--- src/rtl/assert_macros.svh ---
// Assertion helpers for clocked checks with synchronous active-low reset.
`ifndef ASSERT_MACROS_SVH
`define ASSERT_MACROS_SVH

// Check a property on every rising edge outside reset.
`define ASSERT_AT(label, prop, msg) \
    label: assert property (@(posedge i_clk) disable iff (!i_rst_n) (prop)) else $error(msg);

// Check that a condition implies a consequence in the following cycle.
`define ASSERT_NEXT(label, ante, cons, msg) \
    label: assert property (@(posedge i_clk) disable iff (!i_rst_n) (ante) |=> (cons)) \
        else $error(msg);

`endif

--- src/rtl/sps_pkg.sv ---
package sps_pkg;

    typedef enum logic [1:0] {
        REQ_TICK = 2'd0,
        REQ_MOVE = 2'd1,
        REQ_OFF  = 2'd2
    } t_req_type;

    localparam logic       CFG_DRIVE_MODE = 1'b0;
    localparam logic       CFG_STEP_DELAY = 1'b1;

    localparam logic       MODE_HALF = 1'b0;
    localparam logic       MODE_WAVE = 1'b1;

    localparam logic [15:0] STEP_DELAY_RESET = 16'd2944;

    localparam logic [3:0] HALF_TABLE [8] = '{
        4'd1, 4'd3, 4'd2, 4'd6, 4'd4, 4'd12, 4'd8, 4'd9
    };
    localparam logic [3:0] WAVE_TABLE [4] = '{4'd1, 4'd2, 4'd4, 4'd8};

    typedef struct packed {
        t_req_type   req_type;
        logic [15:0] step_count;
    } t_req;

    typedef struct packed {
        logic [3:0] coils;
        logic       busy_res;
        logic       done_res;
        logic       rejected;
    } t_result;

    function automatic logic [3:0] coil_lookup(input logic mode, input logic [2:0] phase);
        logic [3:0] bits;
        if (mode == MODE_WAVE) begin
            bits = WAVE_TABLE[phase[1:0]];
        end else begin
            bits = HALF_TABLE[phase];
        end
        return bits;
    endfunction

endpackage

--- src/rtl/sps_core.sv ---
module sps_core (
    input  logic              i_clk,
    input  logic              i_rst_n,
    input  logic              i_fire,
    input  sps_pkg::t_req     i_req,
    input  logic              i_cfg_we,
    input  logic              i_cfg_index,
    input  logic [15:0]       i_cfg_data,
    output sps_pkg::t_result  o_result
);

    logic        r_drive_mode, n_drive_mode;
    logic [15:0] r_step_delay, n_step_delay;
    logic [2:0]  r_phase, n_phase;
    logic        r_energised, n_energised;
    logic [15:0] r_steps_left, n_steps_left;
    logic        r_reverse, n_reverse;
    logic [15:0] r_delay_left, n_delay_left;
    logic        r_moving, n_moving;

    logic        take_step;
    logic        step_reverse;
    logic        done;
    logic        rej;
    logic [2:0]  stepped_phase;
    logic [15:0] delay_load;
    logic [15:0] move_mag;

    assign delay_load = (r_step_delay == 16'd0) ? 16'd1 : r_step_delay;
    assign move_mag   = i_req.step_count[15] ? (16'd0 - i_req.step_count) : i_req.step_count;

    always_comb begin
        if (r_drive_mode == sps_pkg::MODE_WAVE) begin
            stepped_phase = step_reverse ? {1'b0, r_phase[1:0] - 2'd1}
                                         : {1'b0, r_phase[1:0] + 2'd1};
        end else begin
            stepped_phase = step_reverse ? r_phase - 3'd1 : r_phase + 3'd1;
        end
    end

    always_comb begin
        n_drive_mode = r_drive_mode;
        n_step_delay = r_step_delay;
        n_phase      = r_phase;
        n_energised  = r_energised;
        n_steps_left = r_steps_left;
        n_reverse    = r_reverse;
        n_delay_left = r_delay_left;
        n_moving     = r_moving;
        take_step    = 1'b0;
        step_reverse = r_reverse;
        done         = 1'b0;
        rej          = 1'b0;

        if (i_fire) begin
            case (i_req.req_type)
                sps_pkg::REQ_TICK: begin
                    if (r_moving) begin
                        if (r_delay_left <= 16'd1) begin
                            n_delay_left = 16'd0;
                            if (r_steps_left != 16'd0) begin
                                take_step    = 1'b1;
                                n_steps_left = r_steps_left - 16'd1;
                            end else begin
                                n_moving = 1'b0;
                                done     = 1'b1;
                            end
                        end else begin
                            n_delay_left = r_delay_left - 16'd1;
                        end
                    end
                end
                sps_pkg::REQ_MOVE: begin
                    if (r_moving) begin
                        rej = 1'b1;
                    end else if (i_req.step_count != 16'd0) begin
                        step_reverse = i_req.step_count[15];
                        n_reverse    = i_req.step_count[15];
                        n_steps_left = move_mag - 16'd1;
                        n_moving     = 1'b1;
                        take_step    = 1'b1;
                    end
                end
                sps_pkg::REQ_OFF: begin
                    if (r_moving) begin
                        rej = 1'b1;
                    end else begin
                        n_energised = 1'b0;
                    end
                end
                default: begin
                end
            endcase
        end

        if (take_step) begin
            n_phase      = stepped_phase;
            n_energised  = 1'b1;
            n_delay_left = delay_load;
        end

        if (i_cfg_we) begin
            case (i_cfg_index)
                sps_pkg::CFG_DRIVE_MODE: begin
                    n_drive_mode = i_cfg_data[0];
                    n_phase      = 3'd0;
                end
                sps_pkg::CFG_STEP_DELAY: begin
                    n_step_delay = i_cfg_data;
                end
                default: begin
                end
            endcase
        end
    end

    always_ff @(posedge i_clk) begin
        if (!i_rst_n) begin
            r_drive_mode <= sps_pkg::MODE_HALF;
            r_step_delay <= sps_pkg::STEP_DELAY_RESET;
            r_phase      <= 3'd0;
            r_energised  <= 1'b0;
            r_steps_left <= 16'd0;
            r_reverse    <= 1'b0;
            r_delay_left <= 16'd0;
            r_moving     <= 1'b0;
        end else begin
            r_drive_mode <= n_drive_mode;
            r_step_delay <= n_step_delay;
            r_phase      <= n_phase;
            r_energised  <= n_energised;
            r_steps_left <= n_steps_left;
            r_reverse    <= n_reverse;
            r_delay_left <= n_delay_left;
            r_moving     <= n_moving;
        end
    end

    always_comb begin
        o_result.coils    = n_energised ? sps_pkg::coil_lookup(n_drive_mode, n_phase) : 4'd0;
        o_result.busy_res = n_moving;
        o_result.done_res = done;
        o_result.rejected = rej;
    end

endmodule

--- src/rtl/stepper_phase_sequencer_top.sv ---
// Unipolar stepper phase sequencer.
// Input stream: one transfer per request. tuser carries req_type (tick, move,
// coils off), tdata carries the signed step_count. Each input transfer yields
// exactly one output transfer with coil drive bits and status flags.
// Configuration: i_cfg_we writes i_cfg_data into register i_cfg_index
// (0 drive mode, 1 step delay); write only while no request is in flight.
// Path: input register, then result register after the state update.
// Throughput: one transfer per cycle while i_m_tready is high, set by the
// state update between the two registers.
// Stall: when i_m_tready is low the result register holds, the input register
// fills, and o_s_tready drops only once both are occupied.
// Reset: synchronous, active low; coils off, phase 0, half-step mode,
// step delay 2944, both registers empty.
`include "assert_macros.svh"

module stepper_phase_sequencer_top (
    input  logic        i_clk,
    input  logic        i_rst_n,
    input  logic        i_s_tvalid,
    output logic        o_s_tready,
    input  logic [15:0] i_s_tdata,   // [15:0] step_count
    input  logic [1:0]  i_s_tuser,   // [1:0] req_type
    output logic        o_m_tvalid,
    input  logic        i_m_tready,
    output logic [7:0]  o_m_tdata,   // [3:0] coils, [4] busy_res, [5] done_res,
                                     // [6] rejected, [7] zero
    input  logic        i_cfg_we,
    input  logic        i_cfg_index,
    input  logic [15:0] i_cfg_data
);

    logic              r_in_valid;
    sps_pkg::t_req     r_in;
    logic              r_out_valid;
    sps_pkg::t_result  r_out;
    sps_pkg::t_result  core_result;
    logic              advance;

    assign advance    = r_in_valid && (!r_out_valid || i_m_tready);
    assign o_s_tready = !r_in_valid || advance;

    always_ff @(posedge i_clk) begin
        if (!i_rst_n) begin
            r_in_valid <= 1'b0;
        end else if (o_s_tready) begin
            r_in_valid <= i_s_tvalid;
        end
    end

    always_ff @(posedge i_clk) begin
        if (o_s_tready && i_s_tvalid) begin
            r_in.req_type   <= sps_pkg::t_req_type'(i_s_tuser);
            r_in.step_count <= i_s_tdata;
        end
    end

    sps_core u_core (
        .i_clk       (i_clk),
        .i_rst_n     (i_rst_n),
        .i_fire      (advance),
        .i_req       (r_in),
        .i_cfg_we    (i_cfg_we),
        .i_cfg_index (i_cfg_index),
        .i_cfg_data  (i_cfg_data),
        .o_result    (core_result)
    );

    always_ff @(posedge i_clk) begin
        if (!i_rst_n) begin
            r_out_valid <= 1'b0;
        end else if (advance) begin
            r_out_valid <= 1'b1;
        end else if (i_m_tready) begin
            r_out_valid <= 1'b0;
        end
    end

    always_ff @(posedge i_clk) begin
        if (advance) begin
            r_out <= core_result;
        end
    end

    assign o_m_tvalid = r_out_valid;
    assign o_m_tdata  = {1'b0, r_out.rejected, r_out.done_res, r_out.busy_res, r_out.coils};

    `ASSERT_AT(a_done_not_busy, !(r_out_valid && r_out.done_res && r_out.busy_res),
        "done reported while still busy")
    `ASSERT_AT(a_reject_busy, !(r_out_valid && r_out.rejected && !r_out.busy_res),
        "rejection reported while idle")
    `ASSERT_NEXT(a_in_hold, r_in_valid && !advance,
        r_in_valid && $stable(r_in.step_count) && $stable(r_in.req_type),
        "held request changed before the state update")
    `ASSERT_NEXT(a_busy_coils, r_out_valid && r_out.busy_res && advance,
        !r_out.done_res || !r_out.busy_res,
        "result register holds inconsistent status")

endmodule

--- config.mk ---
export PLATFORM = sky130hd
export DESIGN_NAME = stepper_phase_sequencer_top
export DESIGN_NICKNAME = d
export VERILOG_FILES = /design/src/rtl/sps_pkg.sv /design/src/rtl/sps_core.sv /design/src/rtl/stepper_phase_sequencer_top.sv
export VERILOG_INCLUDE_DIRS = /design/src /design/src/rtl
export SDC_FILE = /design/constraint.sdc
export NUM_CORES = 1
export LEC_CHECK = 0
export BUFFER_PORTS_ARGS = -buffer_cell sky130_fd_sc_hd__buf_2
export CORE_ASPECT_RATIO = 1.75
export CORE_MARGIN = 10
export CORE_UTILIZATION = 40
export CTS_BUF_LIST = sky130_fd_sc_hd__clkbuf_8 sky130_fd_sc_hd__clkbuf_16
export CTS_CLUSTER_SIZE = 25
export DETAILED_ROUTE_END_ITERATION = 8
export HOLD_SLACK_MARGIN = 0.08
export PLACE_DENSITY = 0.57
export REMOVE_ABC_BUFFERS = 1
export SKIP_CTS_REPAIR_TIMING = 1
export SYNTH_ARGS = -nofsm -noshare
export SYNTH_HDL_FRONTEND = slang
export SYNTH_SLANG_ARGS = --single-unit
export TNS_END_PERCENT = 5
--- constraint.sdc ---
create_clock -name i_clk -period 5 [get_ports i_clk]
set_clock_uncertainty 0.2 [all_clocks]
set_input_delay 0.25 -clock i_clk [delete_from_list [all_inputs] [get_ports i_clk]]
set_output_delay 0.25 -clock i_clk [all_outputs]
set_load 0.01 [all_outputs]
# Word-level counts from Yosys, hierarchy flattened
# Memories as Yosys holds them, arrays and structs flattened.
# Cells that the tools add are included.
# classes
addsub	8
mul	0
div_mod_pow	0
order_cmp	3
eq_ne	7
shift	0
n_mux	51
bitwise	2
n_reduce_logical	20
# ops
op	n
$mux W16	12
$sub A16 B1 Y16 const B	3
$pmux W16 S2	1
$reduce_bool A16 Y1	2
$mux W1	24
$mux W4	5
$le A16 B1 Y1 const B	1
$logic_not A16 Y1	1
$sub A1 B16 Y16 const A	1
$mux W3	5
$reduce_bool A2 Y1	5
$bmux W4 S2	1
$ne A2 B1 Y1 const B	4
$reduce_and A7 Y1	1
$reduce_and A3 Y1	2
$ge A4 B4 Y1 const B	1
$not A3 Y4	1
$pmux W1 S2	2
$add A3 B1 Y3 const B	1
$ge A3 B3 Y1 const B	1
$not A2 Y3	1
$sub A3 B1 Y3 const B	1
$add A2 B1 Y2 const B	1
$eq A2 B1 Y1 const B	1
other kinds (10)	13
# word_totals
ff_bits	82
latch_bits	0
mem_bits_rw	0
romBits	32
out_inout_bits	10
wordCells	108
memories	1
# memory_table
name	depth	word_bits	rd	rd_ports_with_merged_regs	write_ports	line_no	source
(no name shown)	8	4	1	0	0	sps_pkg.sv:39	bits = HALF_TABLE[phase];

# Longest topological paths before layout
# depth
word_depth	15
ltp_mapped	13

# Modules after synthesis
# From an unflattened synthesis, not the netlist that was laid out.
# unflattened
hier_cells	555
area_unflattened_um2	4742.0
# modules_own_cells
module	instances	cells_per_inst	area_per_inst_um2	seq_area_each_um2
sps_core	1	519	3876.2	1101.1
stepper_phase_sequencer_top	1	36	865.8	790.8

# Least setup slack after synthesis
# Ideal clock, no wire load.
# synth_path
kind	register -> register
startpoint	register r_in[0] (netlist name)
endpoint	register r_out (netlist bit o_m_tdata[2]), data pin
setup_ns	0.152
arrival_time_ns	3.403
t_required_ns	4.648
slack_ns	1.246
stages_incl_launch_ff	13
cell_sequence	edfxtp_1 inv_1 ha_1 or4b_1 buf_6 nor4_4 a211oi_4 fa_1 xnor2_4 and3b_2 a221oi_4 or4_1 a31oi_1
# synth_via
elab_chain_cells	15
word_cells_on_any_way	25
classes_between	21 x mux; 2 x bitwise; 1 x reduce/logical; 1 x memory
# synth_lines
element	line_no	source
from (decl)	stepper_phase_sequencer_top.sv:33	sps_pkg::t_req r_in;
$reduce_bool A16 Y1 *	sps_core.sv:76	end else if (i_req.step_count != 16'd0) begin
$mux W1	-	
$mux W1	sps_core.sv:74	if (r_moving) begin
$mux W1	sps_core.sv:56	case (i_req.req_type)
$mux W1	sps_core.sv:55	if (i_fire) begin
$mux W3 or $mux W2 (tied branches)	sps_core.sv:37, sps_core.sv:34	
$mux W3	sps_core.sv:33	if (r_drive_mode == sps_pkg::MODE_WAVE) begin
$mux W3	sps_core.sv:96	if (take_step) begin
$mux W3	sps_core.sv:103	case (i_cfg_index)
$mux W3	sps_core.sv:102	if (i_cfg_we) begin
$not A3 Y4 (not written as such) or $not A2 Y3 (tied branches)	sps_pkg.sv:39, sps_pkg.sv:37	
$mem_v2 Z8 W4 or $bmux W4 S2 (tied branches)	-	
$mux W4 (on tied branches) (2 in series)	sps_pkg.sv:39, sps_pkg.sv:37	
$mux W4	sps_pkg.sv:36	if (mode == MODE_WAVE) begin
to (signal assigned)	stepper_phase_sequencer_top.sv:80	r_out <= core_result;
to (decl)	stepper_phase_sequencer_top.sv:35	sps_pkg::t_result r_out;
# Every way passes the cells marked *; elsewhere a longest branch is shown, timed or not. The select of a mux whose other input is x is not followed.
# A chain may end at the register's enable or synchronous reset.

# Worst setup path after layout
# Same ends and word-level chain as after synthesis.

==> flow_summary.ini <==
[run_status]
status = finished clean

[clocking]
insertion_delay_ns = 0.34
clock_sinks = 82
ctsRootBufferMaster = clkbuf_16
cts_max_path_buffers = 2
cts_max_level = 3
cts_inserted_buffers = 9
clk_pin_slew_worst_paths_ns = 0.06
cts_tree = built

[finish]
register_area_um2 = 1892
multi_input_area_um2 = 2547
instances_no_fill = 749
layout_commonest_cell = nand2_1
final_cell_mix = nand2_1 (62), dfxtp_1 (57), nor2_1 (56), buf_2 (48), dlygate4sd3_1 (40)
nets = 657
utilization_pct = 49.11
areaGrowthSynthToFinish_pct = 21.44
drive_above_1_share_pct = 13.36
antenna_cells = 0
fill_cells = 1076

[min_path]
hp-class = in2reg

[global_routing]
grt_pass1_vias = 3964
grt_start_max_net_pins = 32
antenna_found_initial = 0
use_met3_pct = 2.761
gr-max-usage-layer = met2
grt_overflow = 0
met2_usage_pct = 26.32
grt_use_total_pct = 14.77
grt_util_met1_pct = 15.74
grt_pass1_wl_um = 19690

[power]
internal_power_mw = 1.235
power.clock.fraction_pct = 38.2
comb_power_share_pct = 18.3
leakage_nw = 2.141
vdd_drop_max_uv = 169.1
p_seq_share_pct = 43.5
powerDensity_nw_per_um2 = 302.7
p_sw_share_pct = 27.85
netSwitchingPower_uw = 476.9

[sta]
setup_viol = 0
maxSlewViolCount = 0
hold_viol_final = 0
min_period_ns = 4.071
fmax_mhz = 245.6
rsz0062_at_grt = false
worst_slew_pin_slew_ns = 0.9738
fin_crit_sh_pct = 81.42
tns_ns = 0
slew_headroom_pct = 34.78

[setup_path]
cp_cell_sequence = inv_1 > ha_1 > or4b_1 > nor4_4 > a211oi_4 > fa_1 > xnor2_4 > and3b_2 > a221oi_4 > or4_1 > a31oi_1
path_buf_inv = 1
critPathCaptureType = register
cp_slowest_cell = or4b_1
arrival_ns = 4.06
cp.required_ns = 4.99
critPathKind = reg2reg
cp_slowest_stage_delay_ns = 0.62
crit_path_max_fanout = 8
ff2ff_setup_slack_ns = 0.93
start_kind = register
critical-path-top-delay-family = simple AND/OR/NAND/NOR gates

[route]
viasPerCell = 5.583
first_pass_iters = 4
route.detailed.wl_per_inst_um = 16.42
post-route-drc-count = 0
drt_iter0_drc = 109
routed_wl_um = 12300
vias = 4182
ant_nets = 0

[floorplan]
die-area_um2 = 16530
io-pin-count = 50
core_um2 = 11520
die_y_um = 162.7
die_x_um = 101.6
start_util_pct = 40.44
rows = 52

[place]
io_buffer_count = 48
place_inst = 693
dp_hpwl_um = 8864
place.gp.congestion = 0.8566

[synth]
ys.flop_type = dfxtp_1
avgSynthCellArea_um2 = 8.656
synth.top_cell.area_share_pct = 24.50
ys_warn_count = 0
synth_edf_count = 25
synth_cell_types = 70
seq_area_frac_synth_pct = 40.62
syn_inst = 538
async_reset_ff_share_pct = 0
synthTopCellsByArea = dfxtp_1 (25%), edfxtp_1 (16%), nand2_1 (5.0%), nor2_1 (4.5%), a21oi_1 (3.8%)
syn_area_um2 = 4657
synth-seq-cells = 82
yosysTopAreaCell = dfxtp_1

[job]
drv_cap = 0
==> cell type report <==
| type | instances | area share (%) |
|---|---|---|
| Multi-Input combinational cell | 403 | 45.04 |
| Sequential cell | 82 | 33.45 |
| Timing Repair Buffer | 93 | 11.99 |
| Clock buffer | 12 | 4.912 |
| Tap cell | 135 | 2.987 |
| Inverter | 20 | 1.327 |
| Clock inverter | 4 | 0.2876 |
==> kinds of logic after synthesis <==
group                    Yosys count  synth area share [%]
other                              1               0.08052
buffers and inverters             53                 4.675
flip-flops                        82                 40.62
adder cells (fa/ha/maj)            8                 2.311
XOR/XNOR                          25                 5.105
AO/OA/AOI/OAI                    120                 18.43
AND/OR/NAND/NOR                  239                 26.63
multiplexers                      10                 2.149
==> per-layer routing <==
layer	share of wire (%)	up-vias	routed length, um
li1	-	2106	-
met3	3.6	31	437
met4	3.5	0	426
met2	54	97	6625
met5	0	-	0
met1	39	1948	4812
==> final timing paths <==
check / endpoint / cells after the start / from
setup reg to reg: o_m_tdata[2]$_SDFFCE_PN0P_ / 11 / r_in[0]$_DFFE_PP_
hold reg to reg: u_core.r_step_delay[12]$_SDFFE_PN0P_ / 2 / u_core.r_step_delay[12]$_SDFFE_PN0P_
hold / removal: u_core.r_steps_left[14]$_SDFFE_PN0P_ / 3 / i_rst_n
setup / recovery: o_m_tdata[2]$_SDFFCE_PN0P_ / 11 / r_in[0]$_DFFE_PP_
==> per-stage QoR <==
stage,setup WS [ns],area [um2],hold WS (ns),power [mW]
2_1_floorplan,1.214,4514,0.1218,0.9586
3_3_place_gp,1.020,4961,0.2260,1.043
3_5_place_dp,0.9086,4961,0.2281,1.047
4_1_cts,0.8991,5255,-0.1253,1.697
5_1_grt,0.6790,5655,0.09883,1.800
6_report,0.9291,5655,0.07228,1.712
==> power groups by stage <==
| stage | registers (mW) | clock network, mW | logic [mW] |
|---|---|---|---|
| 4_1_cts | 0.744 | 0.664 | 0.289 |
| 3_3_place_gp | 0.758 | 0 | 0.285 |
| 6_report | 0.744 | 0.655 | 0.313 |
| 3_5_place_dp | 0.758 | 0 | 0.288 |
| 5_1_grt | 0.748 | 0.701 | 0.351 |
| 2_1_floorplan | 0.752 | 0 | 0.206 |
==> state kept, by name, indices dropped and copies added, names as in the netlist <==
| name | flops |
|---|---|
| r_in | 18 |
| u_core.r_delay_left | 16 |
| u_core.r_step_delay | 16 |
| u_core.r_steps_left | 16 |
| o_m_tdata | 7 |
| u_core.r_phase | 3 |
| o_m_tvalid | 1 |
| r_in_valid | 1 |
| u_core.r_drive_mode | 1 |
| u_core.r_energised | 1 |
| u_core.r_moving | 1 |
| u_core.r_reverse | 1 |
==> synth_stat cells (2+ instances only) <==
library cell,number
nand2_1,62
dfxtp_1,57
nor2_1,56
a21oi_1,35
edfxtp_1,25
nor3_1,25
clkbuf_1,23
inv_1,20
o21ai_0,19
nor4_1,17
a211oi_1,16
nand3_1,15
xnor2_1,12
xor2_1,12
mux2i_1,10
nor2b_1,8
ha_1,7
and2_1,6
buf_2,6
nand2b_1,6
nand4_1,6
or4_1,6
a31oi_1,5
and4_1,5
a221oi_1,4
a22oi_1,4
a32o_1,4
and3_1,4
or3_1,4
a22o_1,3
a32oi_1,3
and3b_1,3
nor4_2,3
o31ai_1,3
a21o_1,2
a221o_1,2
buf_1,2
o22ai_1,2
o41ai_1,2
or2_2,2
or4_2,2
or4b_1,2
==> worst reg2reg max path, delay by kind of cell (launching register included) <==
kind,cells,cell delay [ns]
xor gates and xnor gates,1,0.23
AOI/OAI and AO/OA,3,0.38
DFF,1,0.45
buffers and inverters,1,0.11
and+or+nand+nor,4,1.85
adders and majority gates,2,0.70
Power figures use the tool's default switching activity.
